### src/hw/rtl/cidv_pkg.sv
// ----------------------------------------------------------------------------
// cidv_pkg
// Shared types, codes and tables for the citizen ID check-digit validator.
// ----------------------------------------------------------------------------
package cidv_pkg;

  // Configuration register indexes
  localparam logic CFG_MIN_YEAR = 1'b0;
  localparam logic CFG_MAX_YEAR = 1'b1;

  localparam logic [11:0] MIN_YEAR_RST = 12'd1921;
  localparam logic [11:0] MAX_YEAR_RST = 12'd2021;

  localparam int unsigned NumDigits = 13;

  // Result codes
  typedef enum logic [1:0] {
    ERR_OK    = 2'd0,
    ERR_DIGIT = 2'd1,
    ERR_DATE  = 2'd2,
    ERR_CHECK = 2'd3
  } err_e;

  // Fields decoded from one ID number in the first stage
  typedef struct packed {
    logic       bad_digit;
    logic [6:0] day;
    logic [6:0] month;
    logic [11:0] year;
    logic [6:0] region;
    logic       female;
    logic       leap;
    logic [8:0] wsum;
    logic [3:0] chk_digit;
  } dec_t;

  // Days in a month for a non-leap year; month codes outside 1..12 give 0
  function automatic logic [4:0] month_days(input logic [6:0] month);
    logic [4:0] days;
    case (month)
      7'd1, 7'd3, 7'd5, 7'd7, 7'd8, 7'd10, 7'd12: days = 5'd31;
      7'd4, 7'd6, 7'd9, 7'd11:                    days = 5'd30;
      7'd2:                                       days = 5'd28;
      default:                                    days = 5'd0;
    endcase
    return days;
  endfunction

endpackage

### src/hw/rtl/cidv_decode.sv
// ----------------------------------------------------------------------------
// cidv_decode
// Splits the packed BCD number into digits, flags non-decimal nibbles,
// builds day, month, year, region and sex fields, the leap-year flag and
// the weighted digit-pair sum for the mod-11 check.
// ----------------------------------------------------------------------------
module cidv_decode (
  input  logic [51:0]         id_digits_i,
  output cidv_pkg::dec_t      dec_o
);

  logic [3:0] dg [cidv_pkg::NumDigits];
  logic       bad;
  logic [4:0] pair [6];
  logic [8:0] wsum;
  logic [9:0] ylow;
  logic       div100;
  logic       div400;

  // Unpack digits, most significant first
  always_comb begin
    bad = 1'b0;
    for (int k = 0; k < cidv_pkg::NumDigits; k++) begin
      dg[k] = id_digits_i[(cidv_pkg::NumDigits - 1 - k) * 4 +: 4];
      if (dg[k] > 4'd9) begin
        bad = 1'b1;
      end
    end
  end

  // Weighted sum of digit pairs, weights 7 down to 2
  always_comb begin
    wsum = '0;
    for (int k = 0; k < 6; k++) begin
      pair[k] = {1'b0, dg[k]} + {1'b0, dg[k + 6]};
      wsum    = wsum + 9'(pair[k] * 4'(7 - k));
    end
  end

  // Year: three digits below 100 land in the 2000s, otherwise 1000 + y
  assign ylow   = 10'(dg[4] * 7'd100) + 10'(dg[5] * 4'd10) + {6'd0, dg[6]};
  assign div100 = (dg[5] == 4'd0) && (dg[6] == 4'd0);
  // Century 20, 12 or 16 is a multiple of four
  assign div400 = div100 && ((dg[4] == 4'd0) || (dg[4] == 4'd2) || (dg[4] == 4'd6));

  always_comb begin
    dec_o.bad_digit = bad;
    dec_o.day       = 7'(dg[0] * 4'd10) + {3'd0, dg[1]};
    dec_o.month     = 7'(dg[2] * 4'd10) + {3'd0, dg[3]};
    dec_o.year      = {2'd0, ylow} + ((dg[4] == 4'd0) ? 12'd2000 : 12'd1000);
    dec_o.region    = 7'(dg[7] * 4'd10) + {3'd0, dg[8]};
    dec_o.female    = (dg[9] >= 4'd5);
    dec_o.leap      = ((ylow[1:0] == 2'b00) && !div100) || div400;
    dec_o.wsum      = wsum;
    dec_o.chk_digit = dg[12];
  end

endmodule

### src/hw/rtl/citizen_id_check_digit_validator.sv
// ----------------------------------------------------------------------------
// citizen_id_check_digit_validator
// Validates a 13-digit citizen ID given as packed BCD: decimal digits, a real
// date within the configured year bounds, and the mod-11 check digit.
// ----------------------------------------------------------------------------
// The block takes one ID per clock cycle while in_ready_o is high, through
// three register stages: digit decode and weighted sum, mod-11 remainder and
// date check, then check-digit compare into the output register. Stages
// advance together with the output side; when the output is stalled, each
// stage holds only while the one below it is full; bubbles are squeezed out
// and input is accepted until all are full. The user must write year bounds
// via the configuration port only while no ID is in flight; not enforced.
// ----------------------------------------------------------------------------
module citizen_id_check_digit_validator (
  input  logic        clk_i,
  input  logic        rst_ni,
  // configuration
  input  logic        cfg_we_i,
  input  logic        cfg_idx_i,
  input  logic [11:0] cfg_wdata_i,
  // input channel
  input  logic        in_valid_i,
  output logic        in_ready_o,
  input  logic [51:0] id_digits_i,
  // output channel
  output logic        out_valid_o,
  input  logic        out_ready_i,
  output logic        id_valid_o,
  output logic [1:0]  error_code_o,
  output logic [6:0]  birth_day_o,
  output logic [6:0]  birth_month_o,
  output logic [11:0] birth_year_o,
  output logic [6:0]  region_code_o,
  output logic        is_female_o,
  output logic [3:0]  expected_check_o
);

  logic [11:0] min_year_q, max_year_q;

  cidv_pkg::dec_t dec;
  logic           v1_q, v2_q, v3_q;
  logic           en1, en2, en3;
  cidv_pkg::dec_t s1_q;

  // stage 2 payload
  logic        s2_bad_q;
  logic [6:0]  s2_day_q, s2_month_q, s2_region_q;
  logic [11:0] s2_year_q;
  logic        s2_female_q;
  logic [3:0]  s2_rem_q, s2_rem_d;
  logic        s2_date_ok_q, s2_date_ok_d;
  logic [3:0]  s2_chk_digit_q;

  // stage 3 (output) payload
  logic        s3_valid_d, s3_valid_q;
  logic [1:0]  s3_err_d, s3_err_q;
  logic [6:0]  s3_day_q, s3_month_q, s3_region_q;
  logic [11:0] s3_year_q;
  logic        s3_female_q;
  logic [3:0]  s3_chk_d, s3_chk_q;

  logic [17:0] quot_prod;
  logic [5:0]  quot;
  logic [8:0]  rem_full;
  logic [4:0]  day_lim;

  // Hold year bounds
  always_ff @(posedge clk_i or negedge rst_ni) begin
    if (!rst_ni) begin
      min_year_q <= cidv_pkg::MIN_YEAR_RST;
      max_year_q <= cidv_pkg::MAX_YEAR_RST;
    end else if (cfg_we_i) begin
      if (cfg_idx_i == cidv_pkg::CFG_MIN_YEAR) begin
        min_year_q <= cfg_wdata_i;
      end
      if (cfg_idx_i == cidv_pkg::CFG_MAX_YEAR) begin
        max_year_q <= cfg_wdata_i;
      end
    end
  end

  // Advance a stage when it is empty or the next one moves
  assign en3        = !v3_q || out_ready_i;
  assign en2        = !v2_q || en3;
  assign en1        = !v1_q || en2;
  assign in_ready_o = en1;

  always_ff @(posedge clk_i or negedge rst_ni) begin
    if (!rst_ni) begin
      v1_q <= 1'b0;
      v2_q <= 1'b0;
      v3_q <= 1'b0;
    end else begin
      if (en1) v1_q <= in_valid_i;
      if (en2) v2_q <= v1_q;
      if (en3) v3_q <= v2_q;
    end
  end

  // Stage 1: decode
  cidv_decode u_decode (
    .id_digits_i (id_digits_i),
    .dec_o       (dec)
  );

  always_ff @(posedge clk_i) begin
    if (en1) begin
      s1_q <= dec;
    end
  end

  // Stage 2: remainder by reciprocal (exact for sums up to 486), date check
  assign quot_prod = {9'd0, s1_q.wsum} * 18'd373;
  assign quot      = quot_prod[17:12];
  assign rem_full  = s1_q.wsum - 9'(quot * 4'd11);
  assign s2_rem_d  = rem_full[3:0];

  assign day_lim = cidv_pkg::month_days(s1_q.month)
                 + {4'd0, (s1_q.month == 7'd2) && s1_q.leap};

  assign s2_date_ok_d = (s1_q.month >= 7'd1) && (s1_q.month <= 7'd12)
                      && (s1_q.year >= min_year_q) && (s1_q.year <= max_year_q)
                      && (s1_q.day >= 7'd1) && (s1_q.day <= {2'd0, day_lim});

  always_ff @(posedge clk_i) begin
    if (en2) begin
      s2_bad_q       <= s1_q.bad_digit;
      s2_day_q       <= s1_q.day;
      s2_month_q     <= s1_q.month;
      s2_year_q      <= s1_q.year;
      s2_region_q    <= s1_q.region;
      s2_female_q    <= s1_q.female;
      s2_rem_q       <= s2_rem_d;
      s2_date_ok_q   <= s2_date_ok_d;
      s2_chk_digit_q <= s1_q.chk_digit;
    end
  end

  // Stage 3: check digit and result code
  assign s3_chk_d = (s2_rem_q == 4'd0) ? 4'd0 : 4'd11 - s2_rem_q;

  always_comb begin
    s3_valid_d = 1'b0;
    if (s2_bad_q) begin
      s3_err_d = cidv_pkg::ERR_DIGIT;
    end else if (!s2_date_ok_q) begin
      s3_err_d = cidv_pkg::ERR_DATE;
    end else if (s3_chk_d != s2_chk_digit_q) begin
      s3_err_d = cidv_pkg::ERR_CHECK;
    end else begin
      s3_err_d   = cidv_pkg::ERR_OK;
      s3_valid_d = 1'b1;
    end
  end

  // Register the result; drop decoded fields when a digit is not decimal
  always_ff @(posedge clk_i) begin
    if (en3) begin
      s3_valid_q  <= s3_valid_d;
      s3_err_q    <= s3_err_d;
      s3_day_q    <= s2_bad_q ? 7'd0  : s2_day_q;
      s3_month_q  <= s2_bad_q ? 7'd0  : s2_month_q;
      s3_year_q   <= s2_bad_q ? 12'd0 : s2_year_q;
      s3_region_q <= s2_bad_q ? 7'd0  : s2_region_q;
      s3_female_q <= s2_bad_q ? 1'b0  : s2_female_q;
      s3_chk_q    <= s2_bad_q ? 4'd0  : s3_chk_d;
    end
  end

  assign out_valid_o      = v3_q;
  assign id_valid_o       = s3_valid_q;
  assign error_code_o     = s3_err_q;
  assign birth_day_o      = s3_day_q;
  assign birth_month_o    = s3_month_q;
  assign birth_year_o     = s3_year_q;
  assign region_code_o    = s3_region_q;
  assign is_female_o      = s3_female_q;
  assign expected_check_o = s3_chk_q;

endmodule
### config.mk
export PLATFORM = sky130hd
export DESIGN_NAME = citizen_id_check_digit_validator
export DESIGN_NICKNAME = d
export VERILOG_FILES = /design/src/hw/rtl/cidv_pkg.sv /design/src/hw/rtl/cidv_decode.sv /design/src/hw/rtl/citizen_id_check_digit_validator.sv
export SDC_FILE = /design/constraint.sdc
export NUM_CORES = 1
export LEC_CHECK = 0
export ABC_AREA = 1
export ABC_CLOCK_PERIOD_IN_PS = 6950
export BUFFER_PORTS_ARGS = -buffer_cell sky130_fd_sc_hd__buf_2
export CORE_UTILIZATION = 55
export DETAILED_ROUTE_END_ITERATION = 7
export GPL_ROUTABILITY_DRIVEN = 0
export PLACE_DENSITY = 0.81
export SLEW_MARGIN = 20
export SYNTH_ARGS = -nofsm -noshare
export SYNTH_HDL_FRONTEND = slang
export SYNTH_SLANG_ARGS = --single-unit
### constraint.sdc
create_clock -name clk_i -period 6.95 [get_ports clk_i]
set_clock_uncertainty 0.15 [all_clocks]
set_input_delay 0 -clock clk_i [delete_from_list [all_inputs] [get_ports clk_i]]
set_output_delay 0 -clock clk_i [all_outputs]
set_load 0.02 [all_outputs]
* After elaboration in Yosys (flattened, before gate mapping)
Memory sizes are Yosys's and may differ from the RTL's. A register that Yosys moved wholly into a read port is not among the register bits.
Cells that the tools add are included.
W data, S select, Z words.
** Operators by class
- Equal/unequal tests :: 4
- Multiply operators :: 11
- Multiplexer cells :: 8
- Bitwise gates (word level) :: 2
- Magnitude comparators :: 20
- Add/subtract/negate cells :: 20
- Reduce and logical (&&, ||, !) cells :: 29
** Operators with widths (number)
- $gt A4 B4 Y1 const B :: 13
- $add A4 B4 Y5 :: 6
- $add A7 B4 Y7 :: 3
- $add A9 B7 Y9 :: 2
- $mul A4 B3 Y6 const B :: 3
- $mul A9 B9 Y18 const B :: 1
- $logic_not A4 Y1 :: 4
- $mul A5 B3 Y8 const B :: 2
- $ge A7 B1 Y1 const B :: 2
- $mul A5 B2 Y7 const B :: 2
- $add A10 B12 Y12 :: 1
- $ge A12 B12 Y1 :: 1
- $le A12 B12 Y1 :: 1
- $reduce_or A12 Y1 :: 1
- $mux W11 :: 1
- $add A10 B4 Y10 :: 1
- $add A10 B8 Y10 :: 1
- $add A8 B8 Y9 :: 1
- $add A9 B6 Y9 :: 1
- $add A9 B8 Y9 :: 1
- $logic_and A1 B1 Y1 :: 9
- $mul A4 B5 Y8 const B :: 1
- $mux W4 :: 2
- $eq A7 B2 Y1 const B :: 1
- other kinds (21) :: 33
** Word-level totals
- Memories :: 1
- ROM bits :: 80
- Output and inout bits :: 43
- Register bits after elaboration :: 161
- Word-level logic and storage cells :: 126
- Input port bits :: 70
** Memory list
- (name not given) :: words 16, width 5, read ports 1, clocked after Yosys merged registers in 1, write ports 0, RTL line cidv_pkg.sv:40 : case (month)

* Longest topological paths before layout
- Depth in word-level cells :: 7
- Mapped depth :: 30
- Gate-level depth less buffers :: 30

* Hierarchy
Synthesis repeated with hierarchy kept, for this count alone.
** Second synthesis, totals
- Cells, all modules :: 1291
- Area, all modules :: 12622.1 um^2
** By module, submodules not included
- citizen_id_check_digit_validator :: cells each 775, area an instance 8439.3 um^2, sequential area each 4775.8 um^2, times used 1
- cidv_decode :: cells each 516, area an instance 4182.8 um^2, sequential area each 0.0 um^2, times used 1

* Least setup slack after synthesis
No wires, ideal clock.
- Kind :: register to register
- Start :: reg s1_q[6] in the netlist's numbering
- End :: reg s2_rem_q[3], data pin
- Library setup time :: 0.252 ns
- Cell stages (with the launch flop) :: 29
- Data required time :: 6.548 ns
- Slack :: 1.350 ns
- Arrival :: 5.198 ns
- Buffers on the path :: 0
- Clock period less this slack :: 5.600 ns
- Path through :: edfxtp_1 -> ha_1 -> inv_1 -> fa_1 -> inv_1 -> fa_1 -> inv_1 -> fa_1 -> inv_1 -> ha_1 -> nand2_1 -> inv_1 -> nand2_1 -> nand2_1 -> inv_1 -> nand2_1 -> nand2_1 -> nand3_1 -> and2_1 -> ha_1 -> fa_1 -> ha_1 -> a21o_1 -> a31oi_1 -> nand4_1 -> nand2_1 -> inv_1 -> nand2_1 -> nand2_1
** On the way
- Longest elaborated chain between the ends :: 3
** Ends and longest elaborated chain
- start, declared :: RTL line citizen_id_check_digit_validator.sv:43 : cidv_pkg::dec_t s1_q;
- start signal, assigned :: RTL line citizen_id_check_digit_validator.sv:108 : s1_q <= dec;
- $mul A9 B9 Y18 :: RTL line citizen_id_check_digit_validator.sv:113 : assign quot_prod = {9'd0, s1_q.wsum} * 18'd373;
- $mul A6 B4 Y4 :: RTL line citizen_id_check_digit_validator.sv:115 : assign rem_full = s1_q.wsum - 9'(quot * 4'd11);
- $sub A4 B4 Y4 * :: RTL line citizen_id_check_digit_validator.sv:115
- named net rem_full[3] :: RTL line citizen_id_check_digit_validator.sv:64 : logic [8:0] rem_full;
- end signal, assigned :: RTL line citizen_id_check_digit_validator.sv:133 : s2_rem_q <= s2_rem_d;
- end, declared :: RTL line citizen_id_check_digit_validator.sv:50 : logic [3:0] s2_rem_q, s2_rem_d;
Mark *: on every way through the listed nets, which the timed path passes. The rest lies on a longest branch.
A chain may end at the register's enable or synchronous reset.

* Final worst setup path
Ends and elaborated chain as after synthesis.

==> run metrics <==
Hold WC Path Type=in -> reg; count of flip-flops with a built-in enable after synthesis=134; design area=14,260 µm²; Slew Limit Fails=0; DPL Wire Length=20.22 mm; CP Launch Type=register; Die H=151.3 µm; GRT Overall Usage=26.02%; run status=complete, no violations; Core Rows=54; Area growth syn-to-layout=16.36%; first-pass GRT wire length=45.44 mm; Initial Utilization=56.15%; grt total ovfl=0; pre-CTS setup slack=925.2 ps; worst-case clock buffer depth=2; minimum clock period=6092 ps; htree depth=4; Routed Antenna Nets=0; Hold Vio Cnt, Final=0; Die W=151.3 µm; Least-Margin Pin Slew=837.6 ps; CTS Root Cell=clkbuf_16; Core Util, Final=65.33%; Clock Pin Slew Worst Setup and Hold Paths=70 ps; CTS tree=built; most used cell, CP=nand2_1; Total Routed Length=27.58 mm; Max Fanout on Critical Path=10; yosys warns=0; largest delay contributor family on the critical path=adder cells; largest net degree at the start of global routing=57; CP bufs+invs=6; drt via density=5.351; clk_lat worst skew=440 ps; nets=1,723; Avg WL per Cell=16.34 µm; Synth cell types=39; Slowest-stage cell, CP=edfxtp_1; kind of critical path=reg -> reg; CTS buffer count=17; max incr delay on CP=620 ps; Clock Sinks=164; fraction of layout instances using a drive strength above 1=12.30%; IO Count=113; initial antenna violation count=0; FFs w/ async S/R, synth=16.46%; Post-Syn Area=12,250 µm²; Initial DRC Count=569; sum of negative setup slack=0 ps; Final period util=87.66%; crit path DAT=6140 ps; Final Setup Violations=0; Slew headroom=44.10%; Post-Syn Nets=1,550; Fmax=164.1 MHz; WP data required=7000 ps; Post-synth top flop=edfxtp_1; setup ws final=857.6 ps; area of the core=21,820 µm²; 1st-pass router iterations=5; Filler Cells Inserted=1,564; die area=22,880 µm²; # port buffers=112; syn_area_per_cell=10.04 µm²; RSZ-0062 raised after global routing=no; drt drc=0; max_cap viols=0; Vias=9,032; post-synthesis sequential area ratio=38.98%; crit end category=register; cells after synthesis=1,221; DP Area=13,160 µm²; number of global-route vias before repair=9,470; register bit count reported by yosys=164
[worst min-delay path: cells and delay by family]
| family | cells | cell delay (ps) |
|---|---|---|
| xor gates and xnor gates | 1 | 80 |
| adders and majority gates | 1 | 230 |
| buffers and inverters | 1 | 140 |
[cell usage in the layout, fill, tap and decap left out, drive strengths merged, types with 13 or more instances in the layout]
master,netlist,routed
fa,81,81
clkbuf,8,17
edfxtp,134,134
dfrtp,14,14
o21ai,51,51
xnor2,21,21
ha,178,178
nand3,42,42
nand2,178,178
xor2,37,37
buf,0,116
nor2,77,77
a21oi,52,52
dfstp,13,13
dlygate4sd3,0,46
inv,292,301
[routing by layer]
| metal | routed length [µm] | vias up | GRT usage, % | share of wire, % |
|---|---|---|---|---|
| li1 | - | 4259 | - | - |
| met1 | 11040 | 4301 | 32.09 | 40 |
| met2 | 13610 | 371 | 43.77 | 49 |
| met3 | 1788 | 101 | 5.181 | 6.5 |
| met4 | 1148 | 0 | 12.25 | 4.2 |
| met5 | 0 | - | 0 | 0 |
[registers in the layout, indices dropped and copies added (netlist names), 2 cells and up, named ones only]
name and count:
s1_q 49, birth_year_o 12, max_year_q 12, min_year_q 12, s2_year_q 12, birth_day_o 7
birth_month_o 7, region_code_o 7, s2_day_q 7, s2_month_q 7, s2_region_q 7, expected_check_o 4
s2_chk_digit_q 4, s2_rem_q 4, error_code_o 2
[layout make-up]
class | count | area, µm² | share of cell area [%]
clock inverter | 15 | 205.2 | 1.439
multi-input combinational | 757 | 6351 | 44.55
clock buffer | 17 | 425.4 | 2.984
tap | 280 | 350.3 | 2.457
inverter | 292 | 1096 | 7.688
antenna | 1 | 2.502 | 0.01755
timing repair buffer | 162 | 1051 | 7.372
sequential | 164 | 4776 | 33.50
[kinds of logic (layout without fill, tap and decap cells)]
kind of cell / count (synthesis) / in the layout / synth area share (%)
flops: 164 / 164 / 38.98
buf+inv: 300 / 486 / 9.190
xor+xnor: 58 / 58 / 4.268
other cells: 0 / 1 / 0
simple gates: 317 / 317 / 10.69
fa+ha+maj: 259 / 259 / 31.41
compound gates: 123 / 123 / 5.463
[per-stage QoR]
stage | hold slack [ps] | cells
6_report | 32.56 | 1688
2_1_floorplan | -445.6 | 1221
3_5_place_dp | -86.02 | 1609
4_1_cts | 4.601 | 1687
5_1_grt | 16.29 | 1687
3_3_place_gp | -107.7 | 1609
[path summary, 6_finish.rpt]
check                                  start                           to  slack [ps]  depth (start not counted)
min in group asynchronous             rst_ni   max_year_q[10]$_DFFE_PN1P_         120                          2
max in group asynchronous             rst_ni             v2_q$_DFFE_PN0P_        5280                          3
setup / recovery           s1_q[6]$_DFFE_PN_        s2_rem_q[3]$_DFFE_PP_         860                         25
hold reg to reg            s1_q[2]$_DFFE_PN_  s2_chk_digit_q[2]$_DFFE_PP_         280                          0
hold / removal               id_digits_i[42]           s1_q[39]$_DFFE_PN_          30                          3
setup reg to reg           s1_q[6]$_DFFE_PN_        s2_rem_q[3]$_DFFE_PP_         860                         25
[synthesized netlist by cell type, types with 14 or more instances]
cell type	instances	area, µm²
o21ai_0	49	245.2
nand2_1	175	656.9
dfrtp_1	14	350.3
xnor2_1	20	175.2
fa_1	81	1622
a21oi_1	51	255.2
xor2_1	36	315.3
nor2_1	74	277.8
nand3_1	41	205.2
ha_1	178	2227
edfxtp_1	134	4024
inv_1	291	1092
[repair_timing]
action / 4_1_cts / 5_1_grt
resized for setup: 0 / 0
hold buffers: 46 / 0
hold endpoints to repair: 79 / 0
setup buffers: 0 / 0
endpoints found under the setup margin: 0 / 0
Power is not shown: default switching activity piles up to over one toggle a cycle in this logic, so the estimate is an artifact.
